==> src/rtl/core/ryf_pkg.sv <==
// Shared types, widths and arithmetic helpers of the RGB to YUV 4:2:0 frame writer.
`default_nettype none
package ryf_pkg;

   localparam int HALF_W   = 12;   // width of the half_width / half_height registers
   localparam int ADDR_W   = 25;
   localparam int LUMA_W   = 24;
   localparam int PAIR_W   = 22;
   localparam int PIXEL_W  = 32;
   localparam int BYTE_W   = 8;
   localparam int CSR_IDX_W = 2;
   localparam int CSR_DATA_W = HALF_W;

   localparam int DEF_MAX_WIDTH  = 4096;
   localparam int DEF_MAX_HEIGHT = 4096;

   localparam int QUEUE_DEPTH = 4;

   localparam logic [HALF_W-1:0] RST_HALF_WIDTH  = HALF_W'(320);
   localparam logic [HALF_W-1:0] RST_HALF_HEIGHT = HALF_W'(240);

   localparam logic [CSR_IDX_W-1:0] CSR_HALF_WIDTH  = 2'd0;
   localparam logic [CSR_IDX_W-1:0] CSR_HALF_HEIGHT = 2'd1;
   localparam logic [CSR_IDX_W-1:0] CSR_LAYOUT_MODE = 2'd2;

   localparam logic LAYOUT_NV21 = 1'b0;
   localparam logic LAYOUT_I420 = 1'b1;

   // luma sum is unsigned, chroma sums are signed
   localparam int YS_W = 17;
   localparam int CS_W = 18;

   localparam logic [YS_W-1:0] K_YR = 17'd66;
   localparam logic [YS_W-1:0] K_YG = 17'd129;
   localparam logic [YS_W-1:0] K_YB = 17'd25;
   localparam logic [YS_W-1:0] K_YRND = 17'd128;

   localparam logic signed [CS_W-1:0] K_VR = 18'sd112;
   localparam logic signed [CS_W-1:0] K_VG = 18'sd94;
   localparam logic signed [CS_W-1:0] K_VB = 18'sd18;
   localparam logic signed [CS_W-1:0] K_UR = 18'sd38;
   localparam logic signed [CS_W-1:0] K_UG = 18'sd74;
   localparam logic signed [CS_W-1:0] K_UB = 18'sd112;
   localparam logic signed [CS_W-1:0] K_CRND = 18'sd128;
   localparam logic signed [CS_W-1:0] K_CBIAS = 18'sd32768;

   typedef struct packed {
      logic [HALF_W-1:0] half_width;
      logic [HALF_W-1:0] half_height;
      logic              layout_mode;
   } cfg_type;

   // one pixel's worth of writes
   typedef struct packed {
      logic [ADDR_W-1:0] luma_addr;
      logic [BYTE_W-1:0] luma_val;
      logic [ADDR_W-1:0] c1_addr;
      logic [BYTE_W-1:0] c1_val;
      logic [ADDR_W-1:0] c2_addr;
      logic [BYTE_W-1:0] c2_val;
      logic              chroma;
      logic              frame_end;
   } job_type;

   typedef enum logic [1:0] {
      PH_LUMA,
      PH_FIRST,
      PH_SECOND
   } phase_type;

   function automatic logic [BYTE_W-1:0] luma_of(input logic [YS_W-1:0] s);
      logic [9:0] y;
      y = 10'(s[YS_W-1:8]) + 10'd16;
      if (y > 10'd255) return 8'hFF;
      return y[7:0];
   endfunction

   // floor(s / 256) + 128, clamped
   function automatic logic [BYTE_W-1:0] chroma_of(input logic signed [CS_W-1:0] s);
      logic signed [CS_W-1:0] biased;
      biased = s + K_CBIAS;
      if (biased < 0) return 8'h00;
      if (biased[CS_W-1:16] != '0) return 8'hFF;
      return biased[15:8];
   endfunction

endpackage
`default_nettype wire

==> src/rtl/core/ryf_req_if.sv <==
// Pixel input channel.
`default_nettype none
interface ryf_req_if import ryf_pkg::*; ();
   logic               valid;
   logic               ready;
   logic [PIXEL_W-1:0] pixel_argb;

   modport source (output valid, output pixel_argb, input ready);
   modport sink (input valid, input pixel_argb, output ready);
endinterface
`default_nettype wire

==> src/rtl/core/ryf_rsp_if.sv <==
// Byte write output channel.
`default_nettype none
interface ryf_rsp_if import ryf_pkg::*; ();
   logic              valid;
   logic              ready;
   logic [ADDR_W-1:0] byte_address;
   logic [BYTE_W-1:0] byte_value;
   logic              last_of_item;
   logic              frame_done;

   modport source (output valid, output byte_address, output byte_value,
                   output last_of_item, output frame_done, input ready);
   modport sink (input valid, input byte_address, input byte_value,
                 input last_of_item, input frame_done, output ready);
endinterface
`default_nettype wire

==> src/rtl/core/rgb_to_yuv420_frame_writer.sv <==
// Top level of the RGB to YUV 4:2:0 frame writer: config registers and block wiring.
//
//   channel   direction   handshake       payload
//   req_if    in          valid/ready     pixel_argb
//   rsp_if    out         valid/ready     byte_address, byte_value, last_of_item, frame_done
//   csr_*     in          csr_we          csr_index, csr_wdata
//
// An accepted pixel passes through the stage A and stage B registers before its job is
// written into the queue. The write sequencer then issues one byte per cycle while
// rsp_if.ready is high: one byte for a luma-only pixel, three with chroma, about 1.5 per
// pixel over a frame. The single-byte result port sets the rate.
// Reset clears position, counters, queue and sequencer; registers go to half sizes
// 320 and 240 (a 640x480 frame), NV21.
// req_if.ready drops only when queue plus in-flight pixels would exceed the queue.
`default_nettype none
module rgb_to_yuv420_frame_writer import ryf_pkg::*; #(
   parameter int MAX_WIDTH  = DEF_MAX_WIDTH,
   parameter int MAX_HEIGHT = DEF_MAX_HEIGHT
) (
   input  logic                  clock,
   input  logic                  reset,
   input  logic                  csr_we,
   input  logic [CSR_IDX_W-1:0]  csr_index,
   input  logic [CSR_DATA_W-1:0] csr_wdata,
   ryf_req_if.sink               req_if,
   ryf_rsp_if.source             rsp_if
);

   cfg_type cfg_ff, cfg_in;
   logic    push, pop, not_empty;
   job_type push_job, head_job;
   logic [$clog2(QUEUE_DEPTH+1)-1:0] queue_count;

   always_comb begin
      cfg_in = cfg_ff;
      if (csr_we) begin
         case (csr_index)
            CSR_HALF_WIDTH:  cfg_in.half_width = csr_wdata[HALF_W-1:0];
            CSR_HALF_HEIGHT: cfg_in.half_height = csr_wdata[HALF_W-1:0];
            CSR_LAYOUT_MODE: cfg_in.layout_mode = csr_wdata[0];
            default:         cfg_in = cfg_ff;
         endcase
      end
   end

   always_ff @(posedge clock) begin
      if (reset) begin
         cfg_ff.half_width <= RST_HALF_WIDTH;
         cfg_ff.half_height <= RST_HALF_HEIGHT;
         cfg_ff.layout_mode <= LAYOUT_NV21;
      end else begin
         cfg_ff <= cfg_in;
      end
   end

   ryf_front #(
      .MAX_WIDTH  (MAX_WIDTH),
      .MAX_HEIGHT (MAX_HEIGHT)
   ) u_front (
      .clock       (clock),
      .reset       (reset),
      .cfg         (cfg_ff),
      .req_if      (req_if),
      .queue_count (queue_count),
      .push        (push),
      .push_job    (push_job)
   );

   ryf_queue u_queue (
      .clock     (clock),
      .reset     (reset),
      .push      (push),
      .push_job  (push_job),
      .pop       (pop),
      .head_job  (head_job),
      .not_empty (not_empty),
      .count     (queue_count)
   );

   ryf_back u_back (
      .clock     (clock),
      .reset     (reset),
      .head_job  (head_job),
      .not_empty (not_empty),
      .pop       (pop),
      .rsp_if    (rsp_if)
   );

endmodule
`default_nettype wire

==> src/rtl/core/ryf_front.sv <==
// Front end: pixel accept, raster position tracking, color math and address build.
`default_nettype none
module ryf_front import ryf_pkg::*; #(
   parameter int MAX_WIDTH  = DEF_MAX_WIDTH,
   parameter int MAX_HEIGHT = DEF_MAX_HEIGHT
) (
   input  logic                               clock,
   input  logic                               reset,
   input  cfg_type                            cfg,
   ryf_req_if.sink                            req_if,
   input  logic [$clog2(QUEUE_DEPTH+1)-1:0]   queue_count,
   output logic                               push,
   output job_type                            push_job
);

   localparam int COL_W = $clog2(MAX_WIDTH);
   localparam int ROW_W = $clog2(MAX_HEIGHT);
   localparam int OCC_W = $clog2(QUEUE_DEPTH+3);
   localparam int PROD_W = COL_W + ROW_W;
   localparam logic [HALF_W:0] HW_HI = (HALF_W+1)'(MAX_WIDTH/2);
   localparam logic [HALF_W:0] HH_HI = (HALF_W+1)'(MAX_HEIGHT/2);

   logic [COL_W-1:0]  col_ff, col_in;
   logic [ROW_W-1:0]  row_ff, row_in;
   logic [LUMA_W-1:0] luma_ff, luma_in;
   logic [PAIR_W-1:0] pair_ff, pair_in;

   logic [COL_W-1:0]  hw_sat, last_col;
   logic [ROW_W-1:0]  hh_sat, last_row;
   logic              row_end, frame_end, chroma, accept;
   logic [OCC_W-1:0]  occupancy;

   // stage A: captured pixel and position info
   logic              a_valid_ff;
   logic [7:0]        a_r_ff, a_g_ff, a_b_ff;
   logic [LUMA_W-1:0] a_luma_ff;
   logic [PAIR_W-1:0] a_pair_ff;
   logic              a_chroma_ff, a_fend_ff, a_mode_ff;
   logic [COL_W-1:0]  a_hw_ff;
   logic [ROW_W-1:0]  a_hh_ff;

   // stage B: color sums and frame size
   logic                   b_valid_ff;
   logic [YS_W-1:0]        b_ysum_ff, b_ysum_in;
   logic signed [CS_W-1:0] b_vsum_ff, b_vsum_in, b_usum_ff, b_usum_in;
   logic [ADDR_W-1:0]      b_fsize_ff, b_fsize_in, b_quarter_ff, b_quarter_in;
   logic [LUMA_W-1:0]      b_luma_ff;
   logic [PAIR_W-1:0]      b_pair_ff;
   logic                   b_chroma_ff, b_fend_ff, b_mode_ff;

   logic [PROD_W-1:0]      prod;
   logic signed [CS_W-1:0] rs, gs, bs;
   logic [ADDR_W-1:0]      pair_ext, base1;
   logic [BYTE_W-1:0]      vv, uv;

   // room is reserved for everything already in flight ahead of the queue
   assign occupancy = OCC_W'(queue_count) + OCC_W'(a_valid_ff) + OCC_W'(b_valid_ff);
   assign req_if.ready = occupancy < OCC_W'(QUEUE_DEPTH);
   assign accept = req_if.valid && req_if.ready;

   always_comb begin
      if (cfg.half_width == '0) begin
         hw_sat = COL_W'(1);
      end else if ({1'b0, cfg.half_width} > HW_HI) begin
         hw_sat = COL_W'(MAX_WIDTH/2);
      end else begin
         hw_sat = COL_W'(cfg.half_width);
      end
      if (cfg.half_height == '0) begin
         hh_sat = ROW_W'(1);
      end else if ({1'b0, cfg.half_height} > HH_HI) begin
         hh_sat = ROW_W'(MAX_HEIGHT/2);
      end else begin
         hh_sat = ROW_W'(cfg.half_height);
      end
      last_col = COL_W'({hw_sat, 1'b0} - (COL_W+1)'(1));
      last_row = ROW_W'({hh_sat, 1'b0} - (ROW_W+1)'(1));
      row_end = col_ff >= last_col;
      frame_end = row_end && (row_ff >= last_row);
      chroma = !col_ff[0] && !row_ff[0];
   end

   always_comb begin
      col_in = col_ff;
      row_in = row_ff;
      luma_in = luma_ff;
      pair_in = pair_ff;
      if (accept) begin
         if (frame_end) begin
            col_in = '0;
            row_in = '0;
            luma_in = '0;
            pair_in = '0;
         end else begin
            luma_in = luma_ff + LUMA_W'(1);
            pair_in = pair_ff + PAIR_W'(chroma);
            if (row_end) begin
               col_in = '0;
               row_in = row_ff + ROW_W'(1);
            end else begin
               col_in = col_ff + COL_W'(1);
            end
         end
      end
   end

   always_ff @(posedge clock) begin
      if (reset) begin
         col_ff <= '0;
         row_ff <= '0;
         luma_ff <= '0;
         pair_ff <= '0;
         a_valid_ff <= 1'b0;
         b_valid_ff <= 1'b0;
      end else begin
         col_ff <= col_in;
         row_ff <= row_in;
         luma_ff <= luma_in;
         pair_ff <= pair_in;
         a_valid_ff <= accept;
         b_valid_ff <= a_valid_ff;
      end
   end

   always_ff @(posedge clock) begin
      if (accept) begin
         a_r_ff <= req_if.pixel_argb[23:16];
         a_g_ff <= req_if.pixel_argb[15:8];
         a_b_ff <= req_if.pixel_argb[7:0];
         a_luma_ff <= luma_ff;
         a_pair_ff <= pair_ff;
         a_chroma_ff <= chroma;
         a_fend_ff <= frame_end;
         a_mode_ff <= cfg.layout_mode;
         a_hw_ff <= hw_sat;
         a_hh_ff <= hh_sat;
      end
   end

   always_comb begin
      rs = $signed({{(CS_W-8){1'b0}}, a_r_ff});
      gs = $signed({{(CS_W-8){1'b0}}, a_g_ff});
      bs = $signed({{(CS_W-8){1'b0}}, a_b_ff});
      b_ysum_in = YS_W'(a_r_ff) * K_YR + YS_W'(a_g_ff) * K_YG
                + YS_W'(a_b_ff) * K_YB + K_YRND;
      b_vsum_in = rs * K_VR - gs * K_VG - bs * K_VB + K_CRND;
      b_usum_in = bs * K_UB - rs * K_UR - gs * K_UG + K_CRND;
      prod = PROD_W'(a_hw_ff) * PROD_W'(a_hh_ff);
      b_fsize_in = ADDR_W'({prod, 2'b00});
      // quarter frame taken from the full product, not from the wrapped frame size
      b_quarter_in = ADDR_W'(prod);
   end

   always_ff @(posedge clock) begin
      if (a_valid_ff) begin
         b_ysum_ff <= b_ysum_in;
         b_vsum_ff <= b_vsum_in;
         b_usum_ff <= b_usum_in;
         b_fsize_ff <= b_fsize_in;
         b_quarter_ff <= b_quarter_in;
         b_luma_ff <= a_luma_ff;
         b_pair_ff <= a_pair_ff;
         b_chroma_ff <= a_chroma_ff;
         b_fend_ff <= a_fend_ff;
         b_mode_ff <= a_mode_ff;
      end
   end

   // stage C: final bytes and addresses, written into the queue
   always_comb begin
      vv = chroma_of(b_vsum_ff);
      uv = chroma_of(b_usum_ff);
      pair_ext = ADDR_W'(b_pair_ff);
      push_job.luma_addr = ADDR_W'(b_luma_ff);
      push_job.luma_val = luma_of(b_ysum_ff);
      push_job.chroma = b_chroma_ff;
      push_job.frame_end = b_fend_ff;
      if (b_mode_ff == LAYOUT_NV21) begin
         // frame size is a multiple of four, so the V address is even
         base1 = b_fsize_ff + ADDR_W'({pair_ext, 1'b0});
         push_job.c1_addr = base1;
         push_job.c1_val = vv;
         push_job.c2_addr = {base1[ADDR_W-1:1], 1'b1};
         push_job.c2_val = uv;
      end else begin
         base1 = b_fsize_ff + pair_ext;
         push_job.c1_addr = base1;
         push_job.c1_val = uv;
         push_job.c2_addr = base1 + b_quarter_ff;
         push_job.c2_val = vv;
      end
   end

   assign push = b_valid_ff;

endmodule
`default_nettype wire

==> src/rtl/core/ryf_queue.sv <==
// Small job queue between the front end and the write sequencer.
`default_nettype none
module ryf_queue import ryf_pkg::*; (
   input  logic                             clock,
   input  logic                             reset,
   input  logic                             push,
   input  job_type                          push_job,
   input  logic                             pop,
   output job_type                          head_job,
   output logic                             not_empty,
   output logic [$clog2(QUEUE_DEPTH+1)-1:0] count
);

   localparam int PTR_W = $clog2(QUEUE_DEPTH);
   localparam int CNT_W = $clog2(QUEUE_DEPTH+1);

   job_type          slots_ff [QUEUE_DEPTH];
   logic [PTR_W-1:0] wr_ptr_ff, wr_ptr_in, rd_ptr_ff, rd_ptr_in;
   logic [CNT_W-1:0] count_ff, count_in;

   // front end never pushes into a full queue (credit check upstream)
   always_comb begin
      wr_ptr_in = wr_ptr_ff;
      rd_ptr_in = rd_ptr_ff;
      count_in = count_ff;
      if (push) begin
         wr_ptr_in = (wr_ptr_ff == PTR_W'(QUEUE_DEPTH-1)) ? '0 : wr_ptr_ff + PTR_W'(1);
      end
      if (pop) begin
         rd_ptr_in = (rd_ptr_ff == PTR_W'(QUEUE_DEPTH-1)) ? '0 : rd_ptr_ff + PTR_W'(1);
      end
      if (push && !pop) begin
         count_in = count_ff + CNT_W'(1);
      end else if (pop && !push) begin
         count_in = count_ff - CNT_W'(1);
      end
   end

   always_ff @(posedge clock) begin
      if (reset) begin
         wr_ptr_ff <= '0;
         rd_ptr_ff <= '0;
         count_ff <= '0;
      end else begin
         wr_ptr_ff <= wr_ptr_in;
         rd_ptr_ff <= rd_ptr_in;
         count_ff <= count_in;
      end
   end

   always_ff @(posedge clock) begin
      if (push) begin
         slots_ff[wr_ptr_ff] <= push_job;
      end
   end

   assign head_job = slots_ff[rd_ptr_ff];
   assign not_empty = count_ff != '0;
   assign count = count_ff;

endmodule
`default_nettype wire

==> src/rtl/core/ryf_back.sv <==
// Write sequencer: turns one job into one or three byte write transactions.
`default_nettype none
module ryf_back import ryf_pkg::*; (
   input  logic      clock,
   input  logic      reset,
   input  job_type   head_job,
   input  logic      not_empty,
   output logic      pop,
   ryf_rsp_if.source rsp_if
);

   job_type   cur_ff;
   logic      cur_valid_ff, cur_valid_in;
   phase_type phase_ff, phase_in;
   logic      last_beat, fire;

   assign fire = rsp_if.valid && rsp_if.ready;
   assign last_beat = (phase_ff == PH_SECOND) || (phase_ff == PH_LUMA && !cur_ff.chroma);
   assign pop = not_empty && (!cur_valid_ff || (fire && last_beat));

   always_comb begin
      phase_in = phase_ff;
      if (pop) begin
         phase_in = PH_LUMA;
      end else if (fire) begin
         unique case (phase_ff)
            PH_LUMA:   phase_in = cur_ff.chroma ? PH_FIRST : PH_LUMA;
            PH_FIRST:  phase_in = PH_SECOND;
            PH_SECOND: phase_in = PH_LUMA;
            default:   phase_in = PH_LUMA;
         endcase
      end
   end

   always_comb begin
      if (pop) begin
         cur_valid_in = 1'b1;
      end else if (fire && last_beat) begin
         cur_valid_in = 1'b0;
      end else begin
         cur_valid_in = cur_valid_ff;
      end
   end

   always_ff @(posedge clock) begin
      if (reset) begin
         cur_valid_ff <= 1'b0;
         phase_ff <= PH_LUMA;
      end else begin
         cur_valid_ff <= cur_valid_in;
         phase_ff <= phase_in;
      end
   end

   always_ff @(posedge clock) begin
      if (pop) begin
         cur_ff <= head_job;
      end
   end

   always_comb begin
      rsp_if.valid = cur_valid_ff;
      unique case (phase_ff)
         PH_LUMA: begin
            rsp_if.byte_address = cur_ff.luma_addr;
            rsp_if.byte_value = cur_ff.luma_val;
            rsp_if.last_of_item = !cur_ff.chroma;
            rsp_if.frame_done = cur_ff.frame_end && !cur_ff.chroma;
         end
         PH_FIRST: begin
            rsp_if.byte_address = cur_ff.c1_addr;
            rsp_if.byte_value = cur_ff.c1_val;
            rsp_if.last_of_item = 1'b0;
            rsp_if.frame_done = 1'b0;
         end
         PH_SECOND: begin
            rsp_if.byte_address = cur_ff.c2_addr;
            rsp_if.byte_value = cur_ff.c2_val;
            rsp_if.last_of_item = 1'b1;
            rsp_if.frame_done = cur_ff.frame_end;
         end
         default: begin
            rsp_if.byte_address = cur_ff.luma_addr;
            rsp_if.byte_value = cur_ff.luma_val;
            rsp_if.last_of_item = 1'b0;
            rsp_if.frame_done = 1'b0;
         end
      endcase
   end

endmodule
`default_nettype wire

==> src/flat_wrapper.sv <==
// flat-port wrapper written by rule: the top's interface ports become plain ports
module rgb_to_yuv420_frame_writer_flat import ryf_pkg::*;
#(
   parameter int MAX_WIDTH  = DEF_MAX_WIDTH,
   parameter int MAX_HEIGHT = DEF_MAX_HEIGHT
)
  (clock, reset, csr_we, csr_index, csr_wdata, req_if_valid, req_if_pixel_argb, req_if_ready, rsp_if_valid, rsp_if_byte_address, rsp_if_byte_value, rsp_if_last_of_item, rsp_if_frame_done, rsp_if_ready);
  ryf_req_if req_if_i ();
  ryf_rsp_if rsp_if_i ();
  input  logic clock;
  input  logic reset;
  input  logic csr_we;
  input  logic [CSR_IDX_W-1:0] csr_index;
  input  logic [CSR_DATA_W-1:0] csr_wdata;
  input wire logic [$bits(req_if_i.valid)-1:0] req_if_valid;
  input wire logic [$bits(req_if_i.pixel_argb)-1:0] req_if_pixel_argb;
  output wire logic [$bits(req_if_i.ready)-1:0] req_if_ready;
  output wire logic [$bits(rsp_if_i.valid)-1:0] rsp_if_valid;
  output wire logic [$bits(rsp_if_i.byte_address)-1:0] rsp_if_byte_address;
  output wire logic [$bits(rsp_if_i.byte_value)-1:0] rsp_if_byte_value;
  output wire logic [$bits(rsp_if_i.last_of_item)-1:0] rsp_if_last_of_item;
  output wire logic [$bits(rsp_if_i.frame_done)-1:0] rsp_if_frame_done;
  input wire logic [$bits(rsp_if_i.ready)-1:0] rsp_if_ready;
  assign req_if_i.valid = req_if_valid;
  assign req_if_i.pixel_argb = req_if_pixel_argb;
  assign req_if_ready = req_if_i.ready;
  assign rsp_if_valid = rsp_if_i.valid;
  assign rsp_if_byte_address = rsp_if_i.byte_address;
  assign rsp_if_byte_value = rsp_if_i.byte_value;
  assign rsp_if_last_of_item = rsp_if_i.last_of_item;
  assign rsp_if_frame_done = rsp_if_i.frame_done;
  assign rsp_if_i.ready = rsp_if_ready;
  rgb_to_yuv420_frame_writer #(.MAX_WIDTH(MAX_WIDTH), .MAX_HEIGHT(MAX_HEIGHT)) u_core (.clock(clock), .reset(reset), .csr_we(csr_we), .csr_index(csr_index), .csr_wdata(csr_wdata), .req_if(req_if_i), .rsp_if(rsp_if_i));
endmodule
==> config.mk <==
export PLATFORM = sky130hd
export DESIGN_NAME = rgb_to_yuv420_frame_writer_flat
export DESIGN_NICKNAME = d
export VERILOG_FILES = /design/src/rtl/core/ryf_pkg.sv /design/src/rtl/core/ryf_req_if.sv /design/src/rtl/core/ryf_rsp_if.sv /design/src/rtl/core/rgb_to_yuv420_frame_writer.sv /design/src/rtl/core/ryf_front.sv /design/src/rtl/core/ryf_queue.sv /design/src/rtl/core/ryf_back.sv /design/src/flat_wrapper.sv
export SDC_FILE = /design/constraint.sdc
export NUM_CORES = 2
export LEC_CHECK = 0
export ABC_AREA = 1
export BUFFER_PORTS_ARGS = -buffer_cell sky130_fd_sc_hd__clkbuf_2
export CAP_MARGIN = 25
export CORE_ASPECT_RATIO = 0.5
export CORE_MARGIN = 5
export CORE_UTILIZATION = 38
export DETAILED_ROUTE_END_ITERATION = 10
export SLEW_MARGIN = 20
export SYNTH_ARGS = -nofsm -noshare
export SYNTH_HDL_FRONTEND = slang
export SYNTH_SLANG_ARGS = --single-unit
export TNS_END_PERCENT = 50
==> constraint.sdc <==
create_clock -name clock -period 22.1 [get_ports clock]
set_input_delay 2.21 -clock clock [delete_from_list [all_inputs] [get_ports clock]]
set_output_delay 2.21 -clock clock [all_outputs]
set_load 0.01 [all_outputs]
Word level (Yosys, flattened, before mapping) --
Memory sizes are Yosys's and may differ from the RTL's. A register that Yosys moved wholly into a read port is not among the register bits. Cells that the tools add are included.
Operators by class: $add $sub $neg 27, multiply operators 10, magnitude comparators 8, equality and inequality tests 6, mux-type cells 42, reductions and logical operators 33
Operator list (count):
- $mux 12 | 8
- $mux 8 | 10
- $mux 66 | 1
- $pmux 25 s2 | 1
- $mul 8x6->14 const B | 3
- $add 17x9->18 const B | 2
- $add 18x17->18 const B | 2
- $lt 18x1->1 const B | 2
- $mul 8x5->13 const B | 2
- $add 25x22->25 | 1
- $add 25x23->25 | 1
- $add 25x24->25 | 1
- $add 12x1->12 const B | 2
- $add 24x1->24 const B | 1
- $ge 12x12->1 | 2
- $gt 12x12->1 const B | 2
- $logic_not 12->1 | 2
- $mul 12x12->24 | 1
- $mux 24 | 1
- $sub 12x1->12 const B | 2
- $add 22x1->22 | 1
- $mul 8x3->11 const B | 2
- $mux 22 | 1
- $add 15x16->17 | 1
- 31 further kinds | 74
Word-level totals: bits in registers 378, memory bits (writable) 400, word-level logic and storage cells 162, memories kept 1
Memory list:
- u_core.u_queue.slots_ff | words 4, width 100, read ports 1, clocked after Yosys merged registers in 1, write ports 1, RTL line ryf_queue.sv:17 | job_type slots_ff [QUEUE_DEPTH];

Logic depth before layout (Yosys ltp) --
depth after elaboration 9, mapped depth 30, gate-level depth less buffers 30

By module --
From an unflattened synthesis, not the netlist that was laid out.
Unflattened totals: cell total of the unflattened synthesis 5053, area, all modules 49950.4 um^2
Modules (own cells, without submodules):
- ryf_front | times used 1, cells each 3583, area each 28728.8 um^2, sequential area each 7417.1 um^2
- ryf_queue | times used 1, cells each 1036, area each 16218.1 um^2, sequential area each 12311.8 um^2
- ryf_back | times used 1, cells each 280, area each 3933.8 um^2, sequential area each 3093.0 um^2
- rgb_to_yuv420_frame_writer | times used 1, cells each 154, area each 1069.8 um^2, sequential area each 500.5 um^2

Worst setup path before layout --
Ideal clock, no wire load.
path kind input-to-reg, start input rsp_if_ready, end register u_core.u_queue.count_ff[1] (netlist: u_core.u_queue.count[1]), setup time 0.116 ns, arrival time 8.553 ns, required time 21.984 ns, path slack 13.432 ns, cell stages on the path 10, buffers on the path 0, cell sequence nand2_1 o21ai_0 inv_1 nor2_1 inv_1 ha_1 inv_1 fa_1 o21ai_0 nor2_1
On the way: word-level cells in the longest chain between the ends 7, elaborated cells between the ends (all ways) 9, those cells by class mux: 1; reduce/logical: 8
RTL lines:
- start: declaration | RTL line flat_wrapper.sv:23 | input wire logic [$bits(rsp_if_i.ready)-1:0] rsp_if_ready;
- $logic_and 1x1->1 | RTL line ryf_back.sv:17 | assign fire = rsp_if.valid && rsp_if.ready;
- $logic_and 1x1->1 | RTL line ryf_back.sv:19 | assign pop = not_empty && (!cur_valid_ff || (fire && last_beat));
- $logic_or 1x1->1 | RTL line ryf_back.sv:19
- $logic_and 1x1->1 | RTL line ryf_back.sv:19
- net u_core.pop | RTL line rgb_to_yuv420_frame_writer.sv:30 | logic push, pop, not_empty;
- $logic_not 1->1 | RTL line ryf_queue.sv:32 | if (push && !pop) begin
- $logic_and 1x1->1 | RTL line ryf_queue.sv:32
- $mux 3 | RTL line ryf_queue.sv:32
- net u_core.u_queue.count_in[1] | RTL line ryf_queue.sv:19 | logic [CNT_W-1:0] count_ff, count_in;
- end signal: assignment | RTL line ryf_queue.sv:47 | count_ff <= count_in;
- end: declaration | RTL line ryf_queue.sv:19
The timed path passes the listed nets, and every way through them passes these cells. A chain may end at the register's enable or synchronous reset.

Worst setup path after layout --
start register u_core.u_front.a_g_ff[7], end register u_core.u_front.b_vsum_ff[13], data pin
On the way: word-level cells in the longest chain between the ends 4
RTL lines:
- start: declaration | RTL line ryf_front.sv:35 | logic [7:0] a_r_ff, a_g_ff, a_b_ff;
- start signal: assignment | RTL line ryf_front.sv:128 | a_g_ff <= req_if.pixel_argb[15:8];
- $mul 8x6->14 | RTL line ryf_front.sv:146 | b_vsum_in = rs * K_VR - gs * K_VG - bs * K_VB + K_CRND;
- $sub 15x15->16 | RTL line ryf_front.sv:146
- $sub 16x14->17 | RTL line ryf_front.sv:146
- $add 17x9->18 | RTL line ryf_front.sv:146
- net u_core.u_front.b_vsum_in[13] | RTL line ryf_front.sv:45 | logic signed [CS_W-1:0] b_vsum_ff, b_vsum_in, b_usum_ff, b_usum_in;
- end signal: assignment | RTL line ryf_front.sv:157 | b_vsum_ff <= b_vsum_in;
- end: declaration | RTL line ryf_front.sv:45
The timed path passes the listed nets, and every way through them passes these cells.

==> run_results.csv <==
group,metric,value,unit
clock_network,clkLatencyLatePin,0.67,ns
die,die_h,260,microns
logic_synthesis,ys_seq_area_share,48.6,%
route,drt-pass1-iter-count,6,
die,start_util,38.5,%
logic_synthesis,muxShareOfSynthArea,0,%
logic_synthesis,async_flop_share,0,%
logic_synthesis,synth_enable_flop_cells,699,
die,die_x,511,microns
critical_path,cp.required,22.53,ns
critical_path,worstSetupPathType,"reg -> reg",
layout,drive_gt1_share,5.44,%
critical_path,crit_path_frequent_cell,"inv_1",
global_route,grt_pass1_wl,183000,microns
timing,fin_crit,6.79,ns
route,wl,117000,microns
clock_network,ctsRootBufferMaster,"clkbuf_16",
layout,final-seq-area,23100,sq um
logic_synthesis,netlist_top_cells_area,"edfxtp_1 (44%), ha_1 (11%), fa_1 (7.2%)",
place,io_buffers,79,
die,design.die.area,133000,sq um
logic_synthesis,ys.flop_type,"edfxtp_1",
place,place.gp.congestion,0.928,
global_route,antenna_found_initial,0,
global_route,gr-total-overflow,0,
logic_synthesis,synth-xor-area-share,3.73,%
logic_synthesis,synthAdderAreaFrac,18.2,%
clock_network,post_cts_buffers,0,
run,maxCapViolCount,0,
logic_synthesis,synthDistinctLibCells,58,
logic_synthesis,yosys.area_share.simple,13.0,%
logic_synthesis,syn_area,47600,sq um
timing,setup_viol,0,
route,num_vias,33500,
global_route,first_global_vias,33000,
hold_path,hp-start,"u_core.u_front.a_pair_ff[11]",
critical_path,cpPeakStageDelay,0.79,ns
timing,fin_worst_skew,0.0569,ns
timing,min_period_over_period,30.7,%
logic_synthesis,yosysTopAreaCell,"edfxtp_1",
critical_path,worstSetupEndpointType,"register",
critical_path,r2r_cells,28,
clock_network,cts_tree,"done",
logic_synthesis,synth_compound_area_share,10.5,%
die,core,124000,sq um
logic_synthesis,synth_top_area_share,44.1,%
logic_synthesis,synth-seq-cells,806,
route,drc,0,
route,avgViaCountPerCell,5.10,
logic_synthesis,synthCells,4782,
clock_network,htreeDepth,3,
layout,multiInputGateArea,21600,sq um
hold_path,hold_class,"reg -> reg",
logic_synthesis,ys_warn_count,0,
clock_network,clock-sinks,806,
die,rows,91,
critical_path,cp_data_arrival_time,7.22,ns
timing,tightest_slew,1.07,ns
timing,max_freq,0.147,GHz
timing,finalSetupTns,0,ns
route,first_iter_violations,2754,
place,hpwlAfterDp,83100,microns
timing,rsz0062_at_grt,"false",
route,wl_per_cell,17.8,microns
critical_path,cp_max_fo,10,
global_route,grt_max_degree,99,
layout,fillerInstances,11800,
clock_network,ctsResizeCount,0,
clock_network,cts-buffers-inserted,79,
run_status,status,"completed",
layout,syn2layout_area_growth,9.95,%
clock_network,clk_pin_slew,0.08,ns
die,ios,88,
timing,slew_viol_final,0,
critical_path,r2r-start,"u_core.u_front.a_g_ff[7]",
global_route,track_usage,17.3,%
timing,max-slew-margin-rel,28.5,%
clock_network,ctsHoldBuffers,0,
critical_path,slowest_stage,"edfxtp_1",
timing,hold_viol_final,0,
layout,n_antenna_cell,0,
clock_network,clockBufferDepth,3,
critical_path,crit_path_start_kind,"register",
hold_path,hold_depth,0,
logic_synthesis,mappedNetlistNets,5421,
layout,nets,5468,
critical_path,cp-startpoint,"u_core.u_front.a_g_ff[7]",
route,ant_nets,0,
logic_synthesis,synth_top_family_by_area,"adder cells",
logic_synthesis,avgSynthCellArea,9.96,sq um
[critical path: cells and delay by family, from the launching register on]
kind | cells | cell delay (ns)
AOI/OAI and AO/OA | 5 | 1.00
xor gates and xnor gates | 3 | 0.62
DFF | 1 | 0.79
adders and majority gates | 7 | 2.88
buffers and inverters | 6 | 0.59
and+or+nand+nor | 7 | 0.68
[worst paths after layout]
path / to / slack [ns]
worst min register to register: u_core.u_front.b_pair_ff[11] / 0.39
worst min-delay path: u_core.u_front.b_pair_ff[11] / 0.39
worst max register to register: u_core.u_front.b_vsum_ff[13] / 15.31
worst max-delay path: u_core.u_front.b_vsum_ff[13] / 15.31
[per-layer routing]
metal	track usage [%]	up-vias	routed length (microns)
li1	-	16400	-
met5	0	-	0
met3	2.23	127	5370
met2	28.6	737	54000
met1	24.6	16300	55800
met4	3.78	0	1890
[through the flow]
stage | instance area (sq um) | hold slack [ns] | instances | utilization (%) | worst slack, ns
floorplan | 47600 | 0.400 | 4782 | - | 13.43
global placement | 49800 | 0.401 | 6420 | 40.2 | 15.42
detailed placement | 49800 | 0.405 | 6421 | 40.2 | 15.40
CTS | 52300 | 0.381 | 6564 | 42.3 | 15.37
global route | 52400 | 0.409 | 6565 | 42.3 | 14.82
finish | 52400 | 0.387 | 6565 | 42.3 | 15.31
[area by class of cell]
cell class                 instances  area share [%]
sequential                       806            44.2
clock buffer                     100            3.93
inverter                         616            4.45
timing repair buffer             107            1.22
multi-input combinational       3219            41.3
clock inverter                    43           0.917
tap                             1674            4.00
[logic make-up after synthesis]
kind of cell    Yosys count
fa+ha+maj               588
xor+xnor                202
flops                   806
compound gates          923
simple gates           1506
buf+inv                 757
[state kept, by name (all words and copies together), names as in the netlist, 9 cells and up]
register	flops
u_core.u_front.a_luma_ff	24
u_core.u_front.b_quarter_ff	24
u_core.u_front.b_ysum_ff	9
u_core.u_queue.slots_ff	400
u_core.u_front.b_vsum_ff	10
u_core.u_front.b_usum_ff	10
u_core.u_front.a_hw_ff	12
u_core.u_front.a_pair_ff	22
u_core.u_back.cur_ff	100
u_core.u_front.b_luma_ff	24
u_core.u_front.pair_ff	22
u_core.u_front.col_ff	12
u_core.cfg_ff	25
u_core.u_front.luma_ff	24
u_core.u_front.row_ff	12
u_core.u_front.b_pair_ff	22
u_core.u_front.a_hh_ff	12
[placed cells by master (no fill, tap or decap), types with 7 or more instances in the layout]
cell / count
nand2_1: 766
edfxtp_1: 699
inv_1: 603
nor2_1: 454
ha_1: 416
o21ai_0: 377
a21oi_1: 337
fa_1: 172
xor2_1: 133
nand3_1: 132
dfxtp_1: 104
o22ai_1: 102
clkbuf_16: 79
clkbuf_2: 79
xnor2_1: 68
nor3_1: 57
nand4_1: 46
buf_4: 26
clkbuf_1: 21
o21bai_1: 17
a31oi_1: 14
a21o_1: 13
clkinv_1: 13
o211ai_1: 10
o21a_1: 10
nor4_1: 10
o21ai_1: 9
a211oi_1: 9
inv_4: 8
nor3b_1: 7
clkinv_2: 7
[synth_stat cells, drive strengths merged, types with 11 or more instances]
library cell    n
nand2         774
edfxtp        699
inv           614
nor2          461
ha            416
o21ai         390
a21oi         337
fa            172
nand3         134
xor2          134
clkbuf        118
dfxtp         107
o22ai         102
xnor2          68
nor3           61
nand4          47
buf            23
o21bai         17
a31oi          14
a21o           13
nor4           11
Power is not shown: default switching activity piles up to over one toggle a cycle in this logic, so the estimate is an artifact.
